<file path="config.mk">
export PLATFORM = sky130hd
export DESIGN_NAME = nns_div
export DESIGN_NICKNAME = d
export VERILOG_FILES = /design/src/nns_pkg.sv /design/src/nns_div.sv
export SDC_FILE = /design/constraint.sdc
export NUM_CORES = 1
export LEC_CHECK = 0
export BUFFER_PORTS_ARGS = -buffer_cell sky130_fd_sc_hd__buf_2
export CORE_MARGIN = 4
export CORE_UTILIZATION = 45
export DETAILED_ROUTE_END_ITERATION = 12
export HOLD_SLACK_MARGIN = 0.1
export PLACE_DENSITY = 0.68
export SLEW_MARGIN = 20
export SYNTH_ARGS = -nofsm -noshare
export SYNTH_HDL_FRONTEND = slang
export SYNTH_SLANG_ARGS = --single-unit
</file>
<file path="constraint.sdc">
create_clock -name clk -period 2.35 [get_ports clk]
set_input_delay 0.235 -clock clk [delete_from_list [all_inputs] [get_ports clk]]
set_output_delay 0.235 -clock clk [all_outputs]
set_load 0.01 [all_outputs]
</file>
<file path="src/nns_pkg.sv">
package nns_pkg;

    // Frame store geometry.
    localparam int MAX_WIDTH   = 256;
    localparam int MAX_HEIGHT  = 256;
    localparam int STORE_DEPTH = MAX_WIDTH * MAX_HEIGHT;
    localparam int ADDR_W      = $clog2(STORE_DEPTH);

    // Field and register widths.
    localparam int CHAN_W     = 8;
    localparam int PIXEL_W    = 3 * CHAN_W;
    localparam int DIM_W      = 9;
    localparam int FACTOR_W   = 12;
    localparam int FRAC_W     = 8;
    localparam int POS_W      = 12;
    localparam int OUT_W      = POS_W + 1;
    localparam int OUT_LIMIT  = 4096;
    localparam int DIVIDEND_W = POS_W + FRAC_W;
    localparam int DIV_CNT_W  = $clog2(DIVIDEND_W);
    localparam int INDEX_W    = 2;
    localparam int WDATA_W    = FACTOR_W;

    // Register indexes of the configuration port.
    typedef enum logic [INDEX_W-1:0] {
        REG_SOURCE_WIDTH  = 2'd0,
        REG_SOURCE_HEIGHT = 2'd1,
        REG_SCALE_FACTOR  = 2'd2
    } reg_index_t;

    // Fetch sequencer states.
    typedef enum logic [2:0] {
        S_IDLE,
        S_ROW_DIV,
        S_COL_DIV,
        S_ADDR,
        S_READ,
        S_EMIT
    } state_t;

    // Handshake between the sequencer and the shared divider.
    typedef struct packed {
        logic                  start;
        logic [DIVIDEND_W-1:0] dividend;
        logic [FACTOR_W-1:0]   divisor;
    } div_req_t;

    typedef struct packed {
        logic                  done;
        logic [DIVIDEND_W-1:0] quotient;
    } div_rsp_t;

endpackage

</file>
<file path="src/nns_div.sv">
module nns_div (
    input  logic              clk,
    input  logic              rst_n,
    input  nns_pkg::div_req_t req,
    output nns_pkg::div_rsp_t rsp
);

    logic                           active_reg;
    logic                           done_reg;
    logic [nns_pkg::DIV_CNT_W-1:0]  count_reg;
    logic [nns_pkg::DIVIDEND_W-1:0] quo_reg;
    logic [nns_pkg::FACTOR_W-1:0]   rem_reg;
    logic [nns_pkg::FACTOR_W-1:0]   divisor_reg;

    logic [nns_pkg::FACTOR_W:0]     rem_shift;
    logic                           fits;
    logic [nns_pkg::FACTOR_W:0]     rem_diff;

    // One restoring step: shift in the next dividend bit and try a subtract.
    always_comb
    begin
        rem_shift = {rem_reg, quo_reg[nns_pkg::DIVIDEND_W-1]};
        fits      = rem_shift >= {1'b0, divisor_reg};
        rem_diff  = rem_shift - {1'b0, divisor_reg};
    end

    // Control: runs one quotient bit per cycle and pulses done at the end.
    always_ff @(posedge clk or negedge rst_n)
    begin
        if (!rst_n)
        begin
            active_reg <= 1'b0;
            done_reg   <= 1'b0;
            count_reg  <= '0;
        end
        else
        begin
            done_reg <= 1'b0;
            if (req.start)
            begin
                active_reg <= 1'b1;
                count_reg  <= '0;
            end
            else if (active_reg)
            begin
                count_reg <= count_reg + 1'b1;
                if (count_reg == nns_pkg::DIV_CNT_W'(nns_pkg::DIVIDEND_W - 1))
                begin
                    active_reg <= 1'b0;
                    done_reg   <= 1'b1;
                end
            end
        end
    end

    // Datapath: quotient bits replace dividend bits from the bottom up.
    always_ff @(posedge clk)
    begin
        if (req.start)
        begin
            quo_reg     <= req.dividend;
            rem_reg     <= '0;
            divisor_reg <= req.divisor;
        end
        else if (active_reg)
        begin
            quo_reg <= {quo_reg[nns_pkg::DIVIDEND_W-2:0], fits};
            rem_reg <= fits ? rem_diff[nns_pkg::FACTOR_W-1:0]
                            : rem_shift[nns_pkg::FACTOR_W-1:0];
        end
    end

    assign rsp.done     = done_reg;
    assign rsp.quotient = quo_reg;

endmodule

</file>
==> results of run 1 <==
==> power by group through the flow <==
stage                     sequential (W)  combinational (W)  clock [W]
after floorplan                  0.00123           0.000914          0
after global placement           0.00123            0.00128          0
after detailed placement         0.00123            0.00128          0
after CTS                        0.00121            0.00130   0.000521
after global routing             0.00123            0.00146   0.000560
final                            0.00121            0.00133   0.000505
==> cells by family after synthesis <==
family | after synthesis | synth area share
AND/OR/NAND/NOR | 72 | 0.1373
adder cells (fa/ha/maj) | 14 | 0.06550
XOR/XNOR | 10 | 0.03141
buffers and inverters | 28 | 0.04172
multiplexers | 21 | 0.08434
flip-flops | 51 | 0.4935
AO/OA/AOI/OAI | 51 | 0.1463
==> critical path, cell delays in order (launching register included) <==
cell	delay, ns
sky130_fd_sc_hd__edfxtp_1	0.43
sky130_fd_sc_hd__inv_2	0.09
sky130_fd_sc_hd__ha_4	0.13
sky130_fd_sc_hd__inv_1	0.04
sky130_fd_sc_hd__fa_2	0.35
sky130_fd_sc_hd__a21o_1	0.20
sky130_fd_sc_hd__a221o_1	0.32
sky130_fd_sc_hd__o41a_1	0.33
sky130_fd_sc_hd__xnor2_1	0.16
sky130_fd_sc_hd__o21ai_1	0.07
==> cell usage after synthesis, types with 5 or more instances <==
master	number	area, um^2
sky130_fd_sc_hd__clkbuf_1	5	18.77
sky130_fd_sc_hd__ha_1	13	162.7
sky130_fd_sc_hd__a21oi_1	10	50.05
sky130_fd_sc_hd__xor2_1	7	61.31
sky130_fd_sc_hd__dfxtp_1	12	240.2
sky130_fd_sc_hd__nand2b_1	6	37.54
sky130_fd_sc_hd__dfrtp_1	7	175.2
sky130_fd_sc_hd__edfxtp_1	32	960.9
sky130_fd_sc_hd__nor2_1	12	45.04
sky130_fd_sc_hd__inv_1	16	60.06
sky130_fd_sc_hd__nand3_1	6	30.03
sky130_fd_sc_hd__mux2_2	20	225.2
sky130_fd_sc_hd__nand2_1	16	60.06
sky130_fd_sc_hd__nand4_1	10	62.56
sky130_fd_sc_hd__o211ai_1	5	37.54
==> layer usage <==
metal | part of all wire | track usage | up-vias
li1 | - | - | 1081
met4 | 0.012 | 0.05524 | 0
met3 | 0.079 | 0.04373 | 6
met1 | 0.44 | 0.2197 | 1015
met5 | 0 | 0 | -
met2 | 0.47 | 0.2656 | 73
==> worst max-delay path by stage <==
stage / startpoint / endpoint / slack, ns
after floorplan: quo_reg[19] / rem_reg[8] / 0.12
after global placement: quo_reg[19] / rem_reg[8] / 0.12
after detailed placement: quo_reg[19] / rem_reg[8] / 0.07
after CTS: quo_reg[19] / rem_reg[8] / 0.04
after global routing: quo_reg[19] / rem_reg[8] / 0.005
final: quo_reg[19] / rem_reg[8] / 0.13
==> area by class of cell <==
type | count | area, um^2 | share of cell area
Sequential cell | 51 | 1376 | 0.4026
Multi-Input combinational cell | 168 | 1313 | 0.3840
Timing Repair Buffer | 80 | 490.5 | 0.1435
Tap cell | 75 | 93.84 | 0.02745
Clock buffer | 6 | 72.57 | 0.02123
Inverter | 16 | 60.06 | 0.01757
Clock inverter | 2 | 12.51 | 0.003660
==> cells in the final DEF (no fill, tap or decap), drive strengths merged, types with 4 or more instances in the layout <==
cell / count
clkbuf: 6
nor2: 13
ha: 13
o211ai: 5
and2: 4
dfxtp: 12
edfxtp: 32
and3: 4
o21ai: 7
mux2: 20
nand2b: 6
nand4: 10
buf: 69
a21o: 4
dfrtp: 7
nand2: 16
a21oi: 11
inv: 16
dlygate4sd3: 11
o311ai: 4
xor2: 7
nand3: 7
==> timing repair <==
action | CTS | global route
resized for setup | 0 | 5
hold endpoints to repair | 15 | 2
hold buffers | 9 | 2
setup endpoints to repair | 0 | 2
setup buffers | 0 | 2
==> through the flow <==
stage | instance area (um^2) | total power [W] | hold WS [ns] | worst slack [ns]
2_1_floorplan | 2789 | 0.002144 | -0.06059 | 0.1239
3_3_place_gp | 3192 | 0.002510 | 0.07677 | 0.1181
3_5_place_dp | 3192 | 0.002513 | 0.07971 | 0.06877
4_1_cts | 3367 | 0.003038 | 0.1047 | 0.04435
5_1_grt | 3418 | 0.003258 | 0.1015 | 0.005128
6_report | 3418 | 0.003050 | 0.1085 | 0.1305
==> impl_table.tex, run 1 <==
\begin{tabular}{lr}
\hline
Metric & Value \\
\hline
\multicolumn{2}{l}{\textbf{Yosys}} \\
\quad Cell count after synthesis & $\sim$250 \\
\quad Post-Synthesis Cell Area & between 0.002 and 0.003 mm\^{}2 \\
\quad Number of enable flip-flop cells after synthesis & 32 \\
\quad Number of warnings issued by yosys & 0 \\
\quad Ys async rst share & 0.1373 \\
\quad Net count after synthesis & 296 \\
\quad Unique masters post-synth & 54 \\
\quad Synthesis-stage register bit count & 51 \\
\quad Synthesized area per cell & 11.29 um\^{}2 \\
\quad Most used DFF post-synth & sky130\_fd\_sc\_hd\_\_edfxtp\_1 \\
\quad Sequential fraction of the synthesis area & 0.4935 \\
\multicolumn{2}{l}{\textbf{Place}} \\
\quad Number of port buffers & 55 \\
\quad Final Wtd Congestion & between 0.9 and 1 \\
\quad Placed cells & 377 \\
\quad Final HPWL from detailed placement & 4520 um \\
\multicolumn{2}{l}{\textbf{Cells and area}} \\
\quad Total inserted antenna cells & 0 \\
\quad Layout cells sized above 1 & 0.3375 \\
\quad Final Core Density & 0.5740 \\
\quad Post-layout nets & between 300 and 400 \\
\quad Post-route insts no fill & 398 \\
\quad Fillcell total & just over 500 \\
\quad Area growth from synthesis to layout & 22.57\% \\
\quad Flip-flop count of the largest register, all copies and words added & 20 \\
\multicolumn{2}{l}{\textbf{Detailed routing}} \\
\quad Via density per instance & around 5.5 \\
\quad DR vias & approximately 2200 \\
\quad First-pass detailed-route iteration total & 4 \\
\quad Wirelength per Cell & 15.10 um \\
\quad Residual DRC count & 0 \\
\quad Detailed Route WL & 6010 um \\
\quad Number of DRC markers in iteration 0 & 107 \\
\quad Number of nets with antenna violations after detailed routing & 0 \\
\multicolumn{2}{l}{\textbf{Clock network}} \\
\quad Clock Sinks & 51 \\
\quad Cell at the root of the clock tree & sky130\_fd\_sc\_hd\_\_clkbuf\_8 \\
\quad Insertion delay of the later-clocked pin in the worst-skew pair & $\sim$0.31 ns \\
\quad Clock Pin Slew Worst Setup and Hold Paths & around 0.090 ns \\
\quad Number of buffers inserted during clock tree synthesis & 5 \\
\quad \# H-tree levels & 2 \\
\quad Largest buffer count on any clock path & 2 \\
\quad CTS tree & built \\
\multicolumn{2}{l}{\textbf{Worst setup path}} \\
\quad Worst Path Max Fanout & 3 \\
\quad Worst Reg-to-Reg Cells & 9 \\
\quad Critical Path RT & about 2.5 ns \\
\quad Register-to-register setup slack & approximately 0.13 ns \\
\quad R2r startpoint & quo\_reg[19] \\
\quad Crit Reg-Reg Endpoint & rem\_reg[8] \\
\quad Kind of end point of the critical path & flop \\
\quad CP Launch Type & flop \\
\quad Worst Path Arrival & about 2.4 ns \\
\quad Kind of critical path & reg2reg \\
\multicolumn{2}{l}{\textbf{Hold path}} \\
\quad Hold path startpoint & req[8] \\
\quad Worst Hold End & divisor\_reg[8] \\
\quad Worst hold path class & in2reg \\
\quad Cell depth of the worst hold path & 1 \\
\multicolumn{2}{l}{\textbf{Floorplan}} \\
\quad Vertical extent of the die & between 80 and 90 um \\
\quad Ports placed on the boundary & 56 \\
\quad Die area & $\sim$0.0075 mm\^{}2 \\
\quad Placeable Area & $\sim$0.0060 mm\^{}2 \\
\quad Number of placement rows & 28 \\
\quad Die span in x & 86.73 um \\
\quad Initial Util & 0.4683 \\
\multicolumn{2}{l}{\textbf{Power}} \\
\quad Net switching power figure & approximately 0.0011 W \\
\quad Logic pwr share & 0.437 \\
\quad Pwr Density & just under 900 mW/mm\^{}2 \\
\quad Power share of the sequential group & 0.398 \\
\quad Sw Ratio & 0.3711 \\
\quad Worst vdd ir & 419.3 uV \\
\quad Cell-internal power & around 0.0019 W \\
\quad Clock network fraction of total power & 0.165 \\
\quad Leakage Power & about 1.4 nW \\
\multicolumn{2}{l}{\textbf{STA}} \\
\quad Final TNS setup & 0 ns \\
\quad Portion of the clock cycle consumed by the worst path in the final layout & 0.9445 \\
\quad Max transition margin & 0.6531 \\
\quad Post-layout minimum cycle time & approximately 2.2 ns \\
\quad Pin slew with the least headroom to its limit & between 0.5 and 0.6 ns \\
\quad Highest achievable clock rate & approximately 450 MHz \\
\quad Setup violation total in the final timing report & 0 \\
\quad Final-report max-slew violation count & 0 \\
\quad Layout Skew & 0.008048 ns \\
\quad RSZ-0062 raised after global routing & no \\
\quad Final hold violation count & 0 \\
\multicolumn{2}{l}{\textbf{Global route}} \\
\quad First-pass GRT wire length & between 9000 and 10000 um \\
\quad Initial antenna violation count & 0 \\
\quad Pin count of the biggest net entering global routing & 27 \\
\quad Total Routing Usage GR & 0.1663 \\
\quad Total overflow reported by the global router & 0 \\
\quad Number of global-route vias before repair & 2071 \\
\multicolumn{2}{l}{\textbf{Outcome}} \\
\quad Result of the run & complete, no violations \\
\multicolumn{2}{l}{\textbf{Job}} \\
\quad Number of max-cap violations & 0 \\
\hline
\end{tabular}
(Power assumes the default switching activity.)
==> run 2, diff against run 1 <==
SETUP_SLACK_MARGIN = 0.2   (was unset)
clock period = 2.7 ns   (was 2.35 ns; I/O delays follow)
==> run 2 against run 1 <==
  * Final cell count fell by 4.8%
  * Via count fell by 1.7%
  * Sequential power fell by 12%
  * Utilization fell by 2.7 points
  * Critical endpoint is now rem_reg[1]
==> impl_table.tex, run 2 (synthesis gave the netlist of run 1 again) <==
\begin{tabular}{lr}
\hline
Metric & Value \\
\hline
\multicolumn{2}{l}{\textbf{Outcome}} \\
\quad Result of the run & complete, no violations \\
\multicolumn{2}{l}{\textbf{Global route}} \\
\quad Total Routing Usage GR & 0.1668 (+0.0005010) \\
\quad GR peak layer & met2 \\
\quad Pin count of the biggest net entering global routing & 27 (unchanged) \\
\quad Fraction of met2 tracks used by global routing & 0.2656 (unchanged) \\
\quad First-pass GRT wire length & 9846 um (+0.78\%) \\
\quad Global routing usage on met1 & 0.2274 (+0.007677) \\
\quad Number of global-route vias before repair & 2038 (-1.6\%) \\
\quad Initial antenna violation count & 0 (unchanged) \\
\quad Total overflow reported by the global router & 0 (unchanged) \\
\quad Met3 Usage GRT & 0.03137 (-0.01236) \\
\multicolumn{2}{l}{\textbf{Detailed routing}} \\
\quad First-pass detailed-route iteration total & 5 (+1) \\
\quad Number of nets with antenna violations after detailed routing & 0 (unchanged) \\
\quad Number of DRC markers in iteration 0 & 179 (+67\%) \\
\quad Wirelength per Cell & 16.00 um (+5.9\%) \\
\quad Detailed Route WL & 6063 um (+0.88\%) \\
\quad Residual DRC count & 0 (unchanged) \\
\quad Via density per instance & 5.639 (+3.2\%) \\
\quad DR vias & 2137 (-1.7\%) \\
\multicolumn{2}{l}{\textbf{Power}} \\
\quad Pwr Density & 821.6 mW/mm\^{}2 (-7.9\%) \\
\quad Leakage Power & 1.376 nW (-5.0\%) \\
\quad Worst vdd ir & 435.8 uV (+3.9\%) \\
\multicolumn{2}{l}{\textbf{Clock network}} \\
\quad Largest buffer count on any clock path & 2 (unchanged) \\
\quad Total of hold buffers inserted after clock tree synthesis & 1 (-8) \\
\quad \# H-tree levels & 2 (unchanged) \\
\quad Number of buffers inserted during clock tree synthesis & 5 (unchanged) \\
\quad Clock Pin Slew Worst Setup and Hold Paths & 0.09 ns (about the same) \\
\quad Postcts setup bufs & 0 (unchanged) \\
\quad CTS tree & built \\
\quad Count of instances resized after the clock tree is built & 0 (unchanged) \\
\quad Insertion delay of the later-clocked pin in the worst-skew pair & 0.31 ns (about the same) \\
\quad Clock Sinks & 51 (unchanged) \\
\quad Cell at the root of the clock tree & sky130\_fd\_sc\_hd\_\_clkbuf\_8 \\
\multicolumn{2}{l}{\textbf{Worst setup path}} \\
\quad Crit Reg-Reg Endpoint & rem\_reg[1] \\
\quad CP Launch Type & flop \\
\quad Critical Path RT & 2.90 ns (+0.36 ns) \\
\quad R2r startpoint & divisor\_reg[1] \\
\quad Kind of end point of the critical path & flop \\
\quad Register-to-register setup slack & 0.38 ns (+0.25 ns) \\
\quad Worst Path Arrival & 2.53 ns (+0.12 ns) \\
\quad Kind of critical path & reg2reg \\
\quad Worst Reg-to-Reg Cells & 7 (-2) \\
\quad Worst Path Max Fanout & 12 (+9) \\
\multicolumn{2}{l}{\textbf{Cells and area}} \\
\quad Area growth from synthesis to layout & 16.87\% \\
\quad Leading cell types in the layout, fill and taps excluded & sky130\_fd\_sc\_hd\_\_buf\_2, sky130\_fd\_sc\_hd\_\_edfxtp\_1, sky130\_fd\_sc\_hd\_\_mux2\_2 \\
\quad Commonest non-fill, non-tap cell in the layout & sky130\_fd\_sc\_hd\_\_buf\_2 \\
\quad Total inserted antenna cells & 0 (unchanged) \\
\quad Post-layout nets & 352 (-5.1\%) \\
\quad Layout cells sized above 1 & 0.3158 (-0.02167) \\
\quad Post-route insts no fill & 379 (-4.8\%) \\
\quad Flip-flop count of the largest register, all copies and words added & 20 (unchanged) \\
\multicolumn{2}{l}{\textbf{Floorplan}} \\
\quad Initial Util & 0.4683 (unchanged) \\
\quad Die span in x & 86.73 um (unchanged) \\
\quad Ports placed on the boundary & 56 (unchanged) \\
\quad Die area & 0.007521 mm\^{}2 (unchanged) \\
\quad Placeable Area & 0.005956 mm\^{}2 (unchanged) \\
\quad Vertical extent of the die & 86.73 um (unchanged) \\
\quad Number of placement rows & 28 (unchanged) \\
\multicolumn{2}{l}{\textbf{STA}} \\
\quad Final hold violation count & 0 (unchanged) \\
\quad Max transition margin & 0.6449 (-0.008162) \\
\quad Highest achievable clock rate & 430.4 MHz (-4.5\%) \\
\quad Portion of the clock cycle consumed by the worst path in the final layout & 0.8606 (-0.08388) \\
\quad Layout Skew & 0.006797 ns (-0.001252 ns) \\
\quad Pin slew with the least headroom to its limit & 0.5315 ns (+0.01462 ns) \\
\quad Setup violation total in the final timing report & 0 (unchanged) \\
\quad Final-report max-slew violation count & 0 (unchanged) \\
\quad RSZ-0062 raised after global routing & no \\
\quad Post-layout minimum cycle time & 2.324 ns (+0.1041 ns) \\
\quad Final TNS setup & 0 ns (unchanged) \\
\multicolumn{2}{l}{\textbf{Place}} \\
\quad Final HPWL from detailed placement & 4459 um (-1.4\%) \\
\quad Placed cells & 370 (-1.9\%) \\
\quad Number of port buffers & 55 (unchanged) \\
\quad Final Wtd Congestion & 0.8534 (-10\%) \\
\multicolumn{2}{l}{\textbf{Hold path}} \\
\quad Hold path startpoint & req[2] \\
\quad Worst Hold End & divisor\_reg[2] \\
\quad Cell depth of the worst hold path & 1 (unchanged) \\
\quad Worst hold path class & in2reg \\
\multicolumn{2}{l}{\textbf{Job}} \\
\quad Number of max-cap violations & 0 (unchanged) \\
\hline
\end{tabular}
[run 2: area by class of cell]
| type | count | area [um^2] |
|---|---|---|
| multi-input cells | 168 | 1296 |
| inverters | 16 | 60.06 |
| clock buffers | 6 | 72.57 |
| well taps | 75 | 93.84 |
| clock inverters | 2 | 37.54 |
| fillers | 551 | 2696 |
| flip-flops and latches | 51 | 1376 |
| repair buffers | 61 | 322.8 |
[run 2: metal layers]
metal / vias up / wire (um)
met2: 75 / 2878
li1: 1045 / -
met3: 9 / 440
met4: 0 / 84
met5: - / 0
met1: 1008 / 2659
[run 2: worst max path at each step]
stage	cells past startpoint	start	endpoint
floorplan	9	quo_reg[19]	rem_reg[8]
global placement	9	quo_reg[19]	rem_reg[8]
detailed placement	7	divisor_reg[1]	rem_reg[1]
CTS	7	divisor_reg[1]	rem_reg[1]
global route	7	divisor_reg[1]	rem_reg[5]
finish	7	divisor_reg[1]	rem_reg[1]
[run 2: report_power, final]
group	switching, W	internal (W)
clock network	0.000262	0.000277
logic	0.000623	0.000453
registers	0.0000940	0.000969
[run 2: per-stage QoR]
step / area (um^2) / worst slack [ns] / hold WS [ns] / util / total power, W
4_1_cts: 3259 / 0.3774 / 0.1285 / 0.5473 / 0.002679
3_5_place_dp: 3139 / 0.3866 / 0.1131 / 0.5271 / 0.002138
5_1_grt: 3259 / 0.2269 / 0.1188 / 0.5473 / 0.002849
2_1_floorplan: 2789 / 0.4739 / -0.02559 / - / 0.001866
6_report: 3259 / 0.3764 / 0.1308 / 0.5473 / 0.002678
3_3_place_gp: 3139 / 0.4471 / 0.1112 / 0.5271 / 0.002123
[run 2: worst max-delay path, stage by stage, from the launching register on]
cell and delay (ns):
sky130_fd_sc_hd__edfxtp_1 0.37, sky130_fd_sc_hd__inv_1 0.11, sky130_fd_sc_hd__ha_1 0.24, sky130_fd_sc_hd__nor2b_1 0.18, sky130_fd_sc_hd__o31ai_4 0.33, sky130_fd_sc_hd__a311o_1 0.58
sky130_fd_sc_hd__a21oi_1 0.13, sky130_fd_sc_hd__a311o_1 0.28
